[config.mk]
export PLATFORM = sky130hd
export DESIGN_NAME = dns_name_label_encoder
export DESIGN_NICKNAME = d
export VERILOG_FILES = /design/src/rtl/dnle_pkg.sv /design/src/rtl/dnle_store.sv /design/src/rtl/dnle_ctrl.sv /design/src/rtl/dns_name_label_encoder.sv
export SDC_FILE = /design/constraint.sdc
export NUM_CORES = 1
export LEC_CHECK = 0
export ABC_AREA = 1
export BUFFER_PORTS_ARGS = -buffer_cell sky130_fd_sc_hd__buf_2
export CORE_MARGIN = 3
export CORE_UTILIZATION = 35
export DETAILED_ROUTE_END_ITERATION = 8
export SLEW_MARGIN = 0
export SYNTH_ARGS = -nofsm -noshare
export SYNTH_HDL_FRONTEND = slang
export SYNTH_SLANG_ARGS = --single-unit
[constraint.sdc]
create_clock -name clk -period 7.5 [get_ports clk]
set_clock_uncertainty 0.05 [all_clocks]
set_input_delay 0 -clock clk [delete_from_list [all_inputs] [get_ports clk]]
set_output_delay 0 -clock clk [all_outputs]
set_load 0.01 [all_outputs]
[src/rtl/dnle_pkg.sv]
`timescale 1ns / 1ps

package dnle_pkg;

  // Label count width: holds any label length up to 62
  localparam int CNT_W = 6;

  // Input mode codes
  localparam logic MODE_CHAR = 1'b0;
  localparam logic MODE_END  = 1'b1;

  // Character constants
  localparam logic [7:0] CH_DOT      = 8'h2E;
  localparam logic [7:0] CH_UP_A     = 8'h41;
  localparam logic [7:0] CH_UP_Z     = 8'h5A;
  localparam logic [7:0] CASE_OFFSET = 8'd32;

  // One beat offered by the sequencer to the output register
  typedef struct packed {
    logic       vld;
    logic [7:0] wbyte;
    logic       last;
    logic       err;
  } emit_t;

  // Fold an upper-case ASCII letter to lower case
  function automatic logic [7:0] fold_case(input logic [7:0] c);
    logic [7:0] r;
    r = c;
    if (c >= CH_UP_A && c <= CH_UP_Z) begin
      r = c + CASE_OFFSET;
    end
    return r;
  endfunction

endpackage

[src/rtl/dnle_store.sv]
`timescale 1ns / 1ps

module dnle_store #(
  parameter int DEPTH  = 62,
  parameter int ADDR_W = 6
) (
  input  logic              clk,
  input  logic              wr_en,
  input  logic [ADDR_W-1:0] wr_addr,
  input  logic [7:0]        wr_data,
  input  logic              rd_en,
  input  logic [ADDR_W-1:0] rd_addr,
  output logic [7:0]        rd_data
);

  logic [7:0] mem [DEPTH];

  // Write one label octet
  always_ff @(posedge clk) begin
    if (wr_en) begin
      mem[wr_addr] <= wr_data;
    end
  end

  // Registered read
  always_ff @(posedge clk) begin
    if (rd_en) begin
      rd_data <= mem[rd_addr];
    end
  end

endmodule

[src/rtl/dnle_ctrl.sv]
`timescale 1ns / 1ps

module dnle_ctrl
  import dnle_pkg::*;
#(
  parameter int LABEL_MAX = 62,
  parameter int ADDR_W    = 6
) (
  input  logic              clk,
  input  logic              rst,
  input  logic              in_valid,
  output logic              in_stall,
  input  logic              mode,
  input  logic [7:0]        ch,
  input  logic              out_free,
  output emit_t             emit,
  output logic              wr_en,
  output logic [ADDR_W-1:0] wr_addr,
  output logic [7:0]        wr_data,
  output logic              rd_en,
  output logic [ADDR_W-1:0] rd_addr,
  input  logic [7:0]        rd_data
);

  typedef enum logic [5:0] {
    S_IDLE = 6'b000001,
    S_LEN  = 6'b000010,
    S_RD   = 6'b000100,
    S_DATA = 6'b001000,
    S_TERM = 6'b010000,
    S_ERR  = 6'b100000
  } state_t;

  state_t           state, state_next;
  logic [CNT_W-1:0] count, count_next;
  logic [CNT_W-1:0] idx, idx_next;
  logic             overflow, overflow_next;
  logic             term_pending, term_pending_next;
  logic             in_accept;

  assign in_stall  = (state != S_IDLE);
  assign in_accept = in_valid && (state == S_IDLE);

  // Store port: write in idle, read one octet ahead of each data beat
  assign wr_addr = count[ADDR_W-1:0];
  assign wr_data = fold_case(ch);
  assign rd_en   = (state == S_RD);
  assign rd_addr = idx[ADDR_W-1:0];

  // Sequence one name item
  always_comb begin
    state_next        = state;
    count_next        = count;
    idx_next          = idx;
    overflow_next     = overflow;
    term_pending_next = term_pending;
    wr_en             = 1'b0;
    emit              = '0;
    case (state)
      S_IDLE: begin
        if (in_accept) begin
          if (mode == MODE_END) begin
            term_pending_next = 1'b1;
            idx_next          = '0;
            state_next        = (count != '0) ? S_LEN : S_TERM;
          end else if (ch == CH_DOT) begin
            term_pending_next = 1'b0;
            idx_next          = '0;
            state_next        = (count != '0) ? S_LEN : S_ERR;
          end else if (count < CNT_W'(LABEL_MAX)) begin
            wr_en      = 1'b1;
            count_next = count + 1'b1;
          end else begin
            overflow_next = 1'b1;
          end
        end
      end
      S_LEN: begin
        emit.vld   = 1'b1;
        emit.wbyte = 8'(count);
        emit.err   = overflow;
        if (out_free) begin
          state_next = S_RD;
        end
      end
      S_RD: begin
        state_next = S_DATA;
      end
      S_DATA: begin
        emit.vld   = 1'b1;
        emit.wbyte = rd_data;
        emit.err   = overflow;
        if (out_free) begin
          idx_next = idx + 1'b1;
          if (idx + 1'b1 == count) begin
            count_next    = '0;
            overflow_next = 1'b0;
            state_next    = term_pending ? S_TERM : S_IDLE;
          end else begin
            state_next = S_RD;
          end
        end
      end
      S_TERM: begin
        emit.vld  = 1'b1;
        emit.last = 1'b1;
        if (out_free) begin
          count_next        = '0;
          overflow_next     = 1'b0;
          term_pending_next = 1'b0;
          state_next        = S_IDLE;
        end
      end
      S_ERR: begin
        emit.vld = 1'b1;
        emit.err = 1'b1;
        if (out_free) begin
          overflow_next = 1'b0;
          state_next    = S_IDLE;
        end
      end
      default: begin
        state_next = S_IDLE;
      end
    endcase
  end

  // Advance sequencer registers
  always_ff @(posedge clk) begin
    if (rst) begin
      state        <= S_IDLE;
      count        <= '0;
      idx          <= '0;
      overflow     <= 1'b0;
      term_pending <= 1'b0;
    end else begin
      state        <= state_next;
      count        <= count_next;
      idx          <= idx_next;
      overflow     <= overflow_next;
      term_pending <= term_pending_next;
    end
  end

endmodule

[src/rtl/dns_name_label_encoder.sv]
`timescale 1ns / 1ps

// DNS name label encoder: takes a dotted name one character per beat and
// emits it in DNS wire format, one octet per output beat, with letters
// folded to lower case. Character beats never stall the input. A dot or
// end beat holds the input stalled while the label is flushed: first the
// length octet, then each label octet, each read back through the single
// registered read port of the label store, then the terminator on an end
// beat; output stalls add to this. Labels longer than LABEL_MAX are cut
// and flagged with error on all their octets; an empty interior label
// yields one zero octet with error. The final terminator carries last.
module dns_name_label_encoder
  import dnle_pkg::*;
#(
  parameter int LABEL_MAX = 62
) (
  input  logic       clk,
  input  logic       rst,
  input  logic       in_valid,
  output logic       in_stall,
  input  logic       mode,
  input  logic [7:0] ch,
  output logic       out_valid,
  input  logic       out_stall,
  output logic [7:0] wire_byte,
  output logic       last,
  output logic       error
);

  localparam int ADDR_W = (LABEL_MAX > 1) ? $clog2(LABEL_MAX) : 1;

  emit_t             emit;
  logic              out_free;
  logic              wr_en;
  logic [ADDR_W-1:0] wr_addr;
  logic [7:0]        wr_data;
  logic              rd_en;
  logic [ADDR_W-1:0] rd_addr;
  logic [7:0]        rd_data;

  assign out_free = !out_valid || !out_stall;

  dnle_ctrl #(
    .LABEL_MAX (LABEL_MAX),
    .ADDR_W    (ADDR_W)
  ) u_ctrl (
    .clk      (clk),
    .rst      (rst),
    .in_valid (in_valid),
    .in_stall (in_stall),
    .mode     (mode),
    .ch       (ch),
    .out_free (out_free),
    .emit     (emit),
    .wr_en    (wr_en),
    .wr_addr  (wr_addr),
    .wr_data  (wr_data),
    .rd_en    (rd_en),
    .rd_addr  (rd_addr),
    .rd_data  (rd_data)
  );

  dnle_store #(
    .DEPTH  (LABEL_MAX),
    .ADDR_W (ADDR_W)
  ) u_store (
    .clk     (clk),
    .wr_en   (wr_en),
    .wr_addr (wr_addr),
    .wr_data (wr_data),
    .rd_en   (rd_en),
    .rd_addr (rd_addr),
    .rd_data (rd_data)
  );

  // Hold the output beat until taken
  always_ff @(posedge clk) begin
    if (rst) begin
      out_valid <= 1'b0;
    end else if (out_free) begin
      out_valid <= emit.vld;
    end
  end

  always_ff @(posedge clk) begin
    if (out_free && emit.vld) begin
      wire_byte <= emit.wbyte;
      last      <= emit.last;
      error     <= emit.err;
    end
  end

endmodule

==> results of run 1 <==
state kept, by name (all words and copies together), names as in the netlist:
| signal | count |
|---|---|
| u_ctrl.state | 6 |
| error | 1 |
| u_ctrl.overflow | 1 |
| out_valid | 1 |
| u_ctrl.rd_addr | 6 |
| wire_byte | 8 |
| u_store.rd_data | 8 |
| u_ctrl.term_pending | 1 |
| last | 1 |
| u_ctrl.wr_addr | 6 |
| u_store.mem | 496 |
layer usage:
metal,routed length (um),GRT usage [%],up-vias
met3,4330,2.283,97
met4,1590,5.825,0
li1,-,-,6669
met2,26770,27.46,605
met5,0,0,-
met1,24810,24.09,7189
stage by stage:
stage | setup WS (ps) | power [uW]
4_1_cts | 3865 | 6626
2_1_floorplan | 3989 | 3819
3_5_place_dp | 3880 | 4035
3_3_place_gp | 3904 | 4028
5_1_grt | 3593 | 6813
6_report | 3791 | 6590
Yosys cell counts (2+ instances only):
| cell | count |
|---|---|
| nand3_1 | 95 |
| o22ai_1 | 12 |
| buf_2 | 31 |
| buf_4 | 9 |
| nor2_2 | 6 |
| dfxtp_1 | 21 |
| nand4_4 | 2 |
| o21ai_1 | 28 |
| buf_1 | 5 |
| inv_2 | 10 |
| inv_1 | 47 |
| ha_1 | 4 |
| buf_6 | 3 |
| nand2_4 | 2 |
| nand4_2 | 2 |
| clkbuf_1 | 62 |
| nor2_1 | 414 |
| nand3_2 | 4 |
| o21ai_0 | 261 |
| o221ai_1 | 52 |
| a21oi_1 | 23 |
| nor2_4 | 4 |
| nand3_4 | 2 |
| o211ai_1 | 49 |
| nand2_2 | 4 |
| clkinv_1 | 4 |
| nand4_1 | 17 |
| nand2_1 | 140 |
| edfxtp_1 | 514 |
worst max-delay path, stage by stage, from the launching register on:
cell     delay, ps
dfxtp_4       1050
inv_6          430
buf_4          540
o21ai_0        390
o22ai_1        130
nor2_1         150
o21ai_1         90
o21ai_1        330
nand2_1        120
area by class of cell:
class,count,area [um2]
fill,5875,37430
clock inverter,29,250.2
multi-input combinational,1130,5545
sequential,535,15860
inverter,62,251.5
clock buffer,70,1443
tap,837,1047
timing repair buffer,50,335.3
power groups by stage:
stage | registers (uW) | logic (uW) | clock network [uW]
after floorplan | 3440 | 377 | 0
after global placement | 3450 | 582 | 0
after detailed placement | 3450 | 587 | 0
after CTS | 3380 | 600 | 2640
after global routing | 3390 | 666 | 2760
final | 3390 | 603 | 2600
worst max path at each step:
stage                     depth (start not counted)               from                  to
after floorplan                                   3              ch[5]   u_store.mem[0][7]
after global placement                           10  u_ctrl.rd_addr[0]  u_store.rd_data[4]
after detailed placement                          8  u_ctrl.rd_addr[0]  u_store.rd_data[6]
after CTS                                        10  u_ctrl.rd_addr[0]  u_store.rd_data[4]
after global routing                             10  u_ctrl.rd_addr[0]  u_store.rd_data[4]
final                                             8  u_ctrl.rd_addr[0]  u_store.rd_data[6]
cells by family after synthesis:
logic type	synth area share [%]
AND/OR/NAND/NOR	13.43
flip-flops	71.63
AO/OA/AOI/OAI	11.27
buffers and inverters	3.409
adder cells (fa/ha/maj)	0.2261
XOR/XNOR	0.03958
==> results.cfg, run 1 <==
[power]
clockPowerShare_pct = 39.5
p_seq_share_pct = 51.4
peakVddDrop_mv = 0.1507
power_frac_comb_pct = 9.1
p_int_uw = 4998
leakage_uw = 0.008113
swShare_pct = 24.16
power.switching_uw = 1592
power-per-cell-area_nw_per_um2 = 266.4

[timing]
finalCritPeriodShare_pct = 49.45
slew_violations = 0
maxSlewHeadroom_pct = 25.57
tns_ps = 0
worst_slew_pin_slew_ps = 1116
period_needed_ps = 3709
fin_hold_ws_ps = 45.63
setup_viol = 0
fmax_ghz = 0.2696
hold_violations = 0
rsz0062_at_grt = false

[die]
core_region_area_um2 = 62170
die_x_um = 257.5
start_util_pct = 35.60
io_pins = 25
fp-row-count = 91
die_height_um = 257.5
die_area_um2 = 66290

[cts]
cts-buffers-inserted = 54
cts_tree = yes
clk_latency_ps = 610
cts.path.max_buffers = 3
clk_pin_slew_ps = 60
clock_sinks = 535
root_buffer = clkbuf_16
cts_setup_buffers = 0
cts_hold_buf = 8
cts-htree-levels = 2
ctsResizeCount = 0

[drt]
via_per_inst = 5.367
drtAntennaViolNets = 0
wl_per_cell_um = 21.19
drc = 0
drt-total-wl_um = 57500
firstDrtPassIters = 5
drt-initial-drc-count = 1581
vias = 14560

[setup_path]
reg2reg_from = u_ctrl.rd_addr[0]
worstPathMaxFanout = 103
worstPathArrival_ps = 4000
rr_worst_depth = 8
cp-start-kind = flop
regToRegSetupSlack_ps = 3790
cp.required_ps = 7790
crit_path_end_kind = flop
worstSetupPathType = flop to flop
regToRegEndpoint = u_store.rd_data[6]

[outcome]
status = finished clean

[layout]
final_common_cell = edfxtp_1
fin_nets = 1850
stdcell_area_um2 = 24740
fin_util_pct = 39.79
drive_gt1_share_pct = 8.795
layout_common_cells = edfxtp_1, nor2_1, o21ai_0
areaGrowthSynthToFinish_pct = 11.76
final_cells = 2713
antenna_cells = 0

[placement]
place_inst = 2606
dpl_cell_area_um2 = 22960
dp_hpwl_um = 32730
io_buffer_count = 24
gp_congestion = 0.8339

[run]
max-cap-violations = 0

[hold_path]
hold_class = primary input to flop
holdPathStages = 2
hold_start = ch[2]
hold_path_end = u_store.mem[7][2]

[grt]
grtUsageTotal_pct = 17.14
grt_pass1_vias = 14200
grt_max_degree = 104
antenna_found_initial = 0
gr-total-overflow = 0
grt_pass1_wl_um = 87770

[logic_synthesis]
avgSynthCellArea_um2 = 12.05
synthFlopType = edfxtp_1
synth_edf_count = 514
syn-num-nets = 1854
async_flop_share_pct = 0
ys_warn_count = 0
seq_area_frac_synth_pct = 71.63
synth_largest_area_cell = edfxtp_1
synth_top_area_share_pct = 69.73
synth_area_um2 = 22130
syn-instance-count = 1837
synth_top_cells_by_area = edfxtp_1, nor2_1, o21ai_0
synth-seq-cells = 535
synth_cell_types = 39
Power figures use the tool's default switching activity.
==> run 2: changes to the inputs <==
--- a/config.mk
+++ b/config.mk
@@ -5,7 +5,7 @@
 export SDC_FILE = /design/constraint.sdc
 export NUM_CORES = 1
 export LEC_CHECK = 0
-export ABC_AREA = 1
+export ABC_AREA = 0
 export BUFFER_PORTS_ARGS = -buffer_cell sky130_fd_sc_hd__buf_2
 export CORE_MARGIN = 3
 export CORE_UTILIZATION = 35
==> constraint.sdc (replaced) <==
create_clock -name clk -period 3.8 [get_ports clk]
set_clock_uncertainty 0.05 [all_clocks]
set_input_delay 0 -clock clk [delete_from_list [all_inputs] [get_ports clk]]
set_output_delay 0 -clock clk [all_outputs]
set_load 0.01 [all_outputs]
==> results.cfg, run 2 <==
[timing]
worst_slew_pin_slew_ps = 882.8
finalCritPeriodShare_pct = 84.45
setup_viol = 0
period_needed_ps = 3209
rsz0062_at_grt = false
slew_violations = 0
fin_hold_ws_ps = 79.82
fin_ws_ps = 590.8
hold_violations = 0
maxSlewHeadroom_pct = 41.15
fmax_ghz = 0.3116
tns_ps = 0

[setup_path]
path_buf_inv = 1
crit_chain = nor2_1, nand4_1, nor3b_1, nand2_1, nor2_1, buf_4
regToRegSetupSlack_ps = 590
cp_top_family = simple AND/OR/NAND/NOR gates
cp_slowest_cell = nor2_1
cp.required_ps = 4040
slowest_delay_ps = 660
worstSetupPathType = flop to flop
crit_top_cell = nor2_1
worstPathMaxFanout = 9
crit_path_end_kind = flop
cp-start-kind = flop
worstPathArrival_ps = 3450

[logic_synthesis]
synth_xor_xnor_area_share_pct = 0.4112
avgSynthCellArea_um2 = 20.72
synth_mux_area_share_pct = 17.44
synthSimpleGateAreaFrac_pct = 3.847
ys_warn_count = 0
synth_top_cells_by_area = edfxtp_1, mux4_2, dfxtp_1
syn-instance-count = 1028
synth-compound-area-share_pct = 2.173
syn-num-nets = 1045
netlist_top_cells_count = edfxtp_1, mux4_2, nor2_1, clkbuf_1, nand2_1
synth_top_area_share_pct = 72.46
synth_edf_count = 514
synth_cell_types = 56
synth_fa_ha_area_share_pct = 0.2349
synth-seq-cells = 535
synth_area_um2 = 21300
synth_most_common_cell = edfxtp_1
seq_area_frac_synth_pct = 74.43
synth_top_family_by_area = multiplexers
synthFlopType = edfxtp_1
async_flop_share_pct = 0
synth_largest_area_cell = edfxtp_1

[layout]
largest_reg_flops = 496
fin_nets = 1168
regMostFlops = u_store.mem
reg.largest.list = u_store.mem x496, u_store.rd_data x8, wire_byte x8
drive_gt1_share_pct = 30.02
areaGrowthSynthToFinish_pct = 15.49
fin_util_pct = 41.30
final_common_cell = edfxtp_1
layout_common_cells = edfxtp_1, mux4_2, nor2_1
antenna_cells = 0

[cts]
cts_setup_buffers = 0
root_buffer = clkbuf_16
cts_hold_buf = 8
clock_sinks = 535
cts-htree-levels = 2
ctsResizeCount = 0
clk_pin_slew_ps = 60
cts.path.max_buffers = 3
cts-buffers-inserted = 53
cts_tree = yes
clk_latency_ps = 600

[grt]
grtUsageTotal_pct = 15.81
gr-total-overflow = 0
grt_pass1_vias = 10800
antenna_found_initial = 3
grt_pass1_wl_um = 73800
grt_max_degree = 65

[die]
fp-row-count = 89
die_x_um = 252.7
core_region_area_um2 = 59580
die_area_um2 = 63860
die_height_um = 252.7
io_pins = 25
start_util_pct = 35.76

[power]
power_uw = 12360
peakVddDrop_mv = 0.4284
power-per-cell-area_nw_per_um2 = 502.4
leakage_uw = 0.007561

[drt]
drc = 0
drtAntennaViolNets = 0
via_per_inst = 5.395
highest_layer = met4
wl_per_cell_um = 25.27
met2_length_um = 23770
met1Wirelength_um = 21480
vias = 10620
drt-initial-drc-count = 1192
firstDrtPassIters = 5
wl_met3_um = 3549
drt-total-wl_um = 49760

[placement]
io_buffer_count = 24
dp_slack_ps = 713.8
gp_congestion = 0.8271
dp_hpwl_um = 30900

[outcome]
status = finished clean

[run]
max-cap-violations = 0

[hold_path]
hold_class = primary input to flop
run 2: cell count changes in the layout (fill, tap and decap cells not counted), moves of 15 or more:
| cell | delta |
|---|---|
| nor2_1 | -329 |
| o21ai_0 | -253 |
| mux4_2 | +156 |
| nand2_1 | -115 |
| nand3_1 | -81 |
| buf_4 | +64 |
| o221ai_1 | -52 |
| o211ai_1 | -46 |
| inv_1 | -37 |
| o21ai_1 | -21 |
| nand4_1 | -15 |
run 2: layer usage:
metal	vias to the layer above	GRT usage (%)
met3	53	3.787
met4	0	4.136
met5	-	0
met1	5649	22.01
met2	390	25.15
li1	4530	-
run 2: cell type report:
cell class                 count  area [um2]
inverter                      11       41.29
sequential                   535       15860
clock buffer                  64        1410
timing repair buffer         122       975.9
fill                        5132       34970
multi-input combinational    428        5137
tap                          773       967.2
clock inverter                36       206.4
run 2: kinds of logic after synthesis:
kind of cell / after synthesis
flip-flops: 535
multiplexers: 175
AND/OR/NAND/NOR: 169
AO/OA/AOI/OAI: 70
buffers and inverters: 65
XOR/XNOR: 10
adder cells (fa/ha/maj): 4
run 2: where the power goes:
| group | total (uW) | switching [uW] | internal [uW] |
|---|---|---|---|
| clock | 4890 | 2180 | 2710 |
| combinational | 839 | 567 | 271 |
| sequential | 6630 | 76.5 | 6560 |
| total | 12400 | 2820 | 9540 |
run 2: final timing paths:
| check | startpoint | to | depth (start not counted) |
|---|---|---|---|
| worst min-delay path | ch[4] | u_store.mem[4][4] | 2 |
| worst min register to register | u_ctrl.overflow | u_ctrl.overflow | 2 |
| worst max-delay path | u_ctrl.state[5] | u_store.mem[14][6] | 6 |
| worst max register to register | u_ctrl.state[5] | u_store.mem[14][6] | 6 |
run 2: per-stage QoR:
stage          std cells  cell area (um2)
3_5_place_dp        1861            22910
6_report            1969            24600
4_1_cts             1969            24600
2_1_floorplan       1028            21300
5_1_grt             1969            24600
3_3_place_gp        1861            22910
==> run 3: changes to the inputs <==
==> constraint.sdc (replaced) <==
create_clock -name clk -period 2.6 [get_ports clk]
set_clock_uncertainty 0.05 [all_clocks]
set_input_delay 0 -clock clk [delete_from_list [all_inputs] [get_ports clk]]
set_output_delay 0 -clock clk [all_outputs]
set_load 0.01 [all_outputs]
==> results.cfg, run 3 (synthesis gave the netlist of run 2 again) <==
[timing]
worst_slew_pin_slew_ps = 819.5
slew_violations = 0
period_needed_ps = 2597
setup_viol = 0
finalCritPeriodShare_pct = 99.88
hold_violations = 0
maxSlewHeadroom_pct = 45.23
fmax_ghz = 0.3851
rsz0062_at_grt = true
fin_hold_ws_ps = 65.11

[layout]
areaGrowthSynthToFinish_pct = 18.62
drive_gt1_share_pct = 33.09
final_common_cell = edfxtp_1
fin_nets = 1221
regMostFlops = u_store.mem
reg.largest.list = u_store.mem x496, u_store.rd_data x8, wire_byte x8
largest_reg_flops = 496
layout_common_cells = edfxtp_1, mux4_2, buf_4

[drt]
firstDrtPassIters = 5
vias = 10910
wl_met3_um = 3998
wl_per_cell_um = 24.86
met1Wirelength_um = 21990
via_per_inst = 5.408
drtAntennaViolNets = 0
drc = 0
met2_length_um = 22880
drt-initial-drc-count = 981
drt-total-wl_um = 50140
highest_layer = met5

[setup_path]
reg2reg_from = u_ctrl.rd_addr[0]
regToRegEndpoint = u_store.rd_data[1]
worstPathArrival_ps = 2880
cp.required_ps = 2880
crit_path_end_kind = flop
worstSetupPathType = flop to flop
worstPathMaxFanout = 13
cp-start-kind = flop
regToRegSetupSlack_ps = 3
rr_worst_depth = 5

[hold_path]
hold_start = ch[6]
hold_path_end = u_store.mem[60][6]
holdPathStages = 3
hold_class = primary input to flop

[placement]
gp_congestion = 0.8436
io_buffer_count = 24
dp_hpwl_um = 31730

[power]
power_uw = 18370
peakVddDrop_mv = 0.5545
leakage_uw = 0.007909
power-per-cell-area_nw_per_um2 = 726.8

[grt]
grt_pass1_wl_um = 73930
grtUsageTotal_pct = 15.80
grt_max_degree = 63
gr-total-overflow = 0
grt_pass1_vias = 10950
antenna_found_initial = 5

[die]
fp-row-count = 89
die_height_um = 252.7
die_x_um = 252.7
die_area_um2 = 63860
start_util_pct = 35.76
core_region_area_um2 = 59580
io_pins = 25

[cts]
cts-buffers-inserted = 52
cts.path.max_buffers = 3
root_buffer = clkbuf_16
clk_pin_slew_ps = 60
cts-htree-levels = 2
clk_latency_ps = 590
cts_tree = yes
clock_sinks = 535

[outcome]
status = finished clean

[run]
max-cap-violations = 0
-- run 3: cell count changes in the layout (fill, tap and decap cells not counted), sizes merged --
| cell | previous run | this run |
|---|---|---|
| buf | 114 | 165 |
| clkinv | 29 | 16 |
| clkbuf | 64 | 73 |
| clkinvlp | 5 | 0 |
| bufinv | 1 | 3 |
| diode | 0 | 2 |
| dlygate4sd3 | 8 | 10 |
-- run 3: timing repair --
item,4_1_cts,5_1_grt
setup buffers,2,8
gates cloned,0,1
endpoints found under the hold margin,104,0
pin swaps,0,1
hold buffers,10,0
endpoints found under the setup margin,6,365
resized for setup,6,10
-- run 3: layout make-up --
class,instances,area (um2)
multi-input combinational,428,5185
antenna,2,5.005
clock buffer,72,1480
inverter,11,41.29
fill,5103,34310
tap,773,967.2
clock inverter,20,178.9
sequential,535,15860
timing repair buffer,176,1546
-- run 3: critical path, cell delays in order (launching register included) --
cell and delay (ps):
dfxtp_4 410, buf_12 170, buf_16 170, mux4_2 520, mux4_2 530, mux4_2 470
-- run 3: worst max path at each step --
stage,start,endpoint,depth (start not counted)
after global routing,u_ctrl.rd_addr[0],u_store.rd_data[4],7
after CTS,u_ctrl.rd_addr[0],u_store.rd_data[5],4
final,u_ctrl.rd_addr[0],u_store.rd_data[1],5
after floorplan,u_ctrl.rd_addr[0],u_store.rd_data[7],6
after global placement,u_ctrl.rd_addr[0],u_store.rd_data[7],7
after detailed placement,u_ctrl.rd_addr[0],u_store.rd_data[5],4
-- run 3: where the power goes --
part           switching [uW]  leakage, uW  total, uW  internal (uW)
registers                 111      0.00479       9690           9580
logic                     892      0.00231       1330            436
clock network            3090     0.000813       7350           4250
total                    4090      0.00791      18400          14300
-- run 3: metal layers --
layer  up-vias  GRT usage (%)
met4         2          4.581
met2       416          24.05
met5         -              0
met1      5767          22.88
li1       4637              -
met3        85          3.622
-- run 3: metrics by stage --
| step | instances | setup TNS [ps] | cell area (um2) | utilization (%) | worst slack, ps |
|---|---|---|---|---|---|
| 6_report | 2017 | 0 | 25270 | 42.41 | 3.241 |
| 5_1_grt | 2016 | -106.6 | 25270 | 42.41 | -42.63 |
| 4_1_cts | 2006 | -65.29 | 25140 | 42.20 | -51.98 |
| 3_5_place_dp | 1902 | -99.27 | 23310 | 39.13 | -60.32 |
| 3_3_place_gp | 1902 | -100.6 | 23310 | 39.13 | -61.12 |
| 2_1_floorplan | 1028 | 0 | 21300 | - | 44.96 |
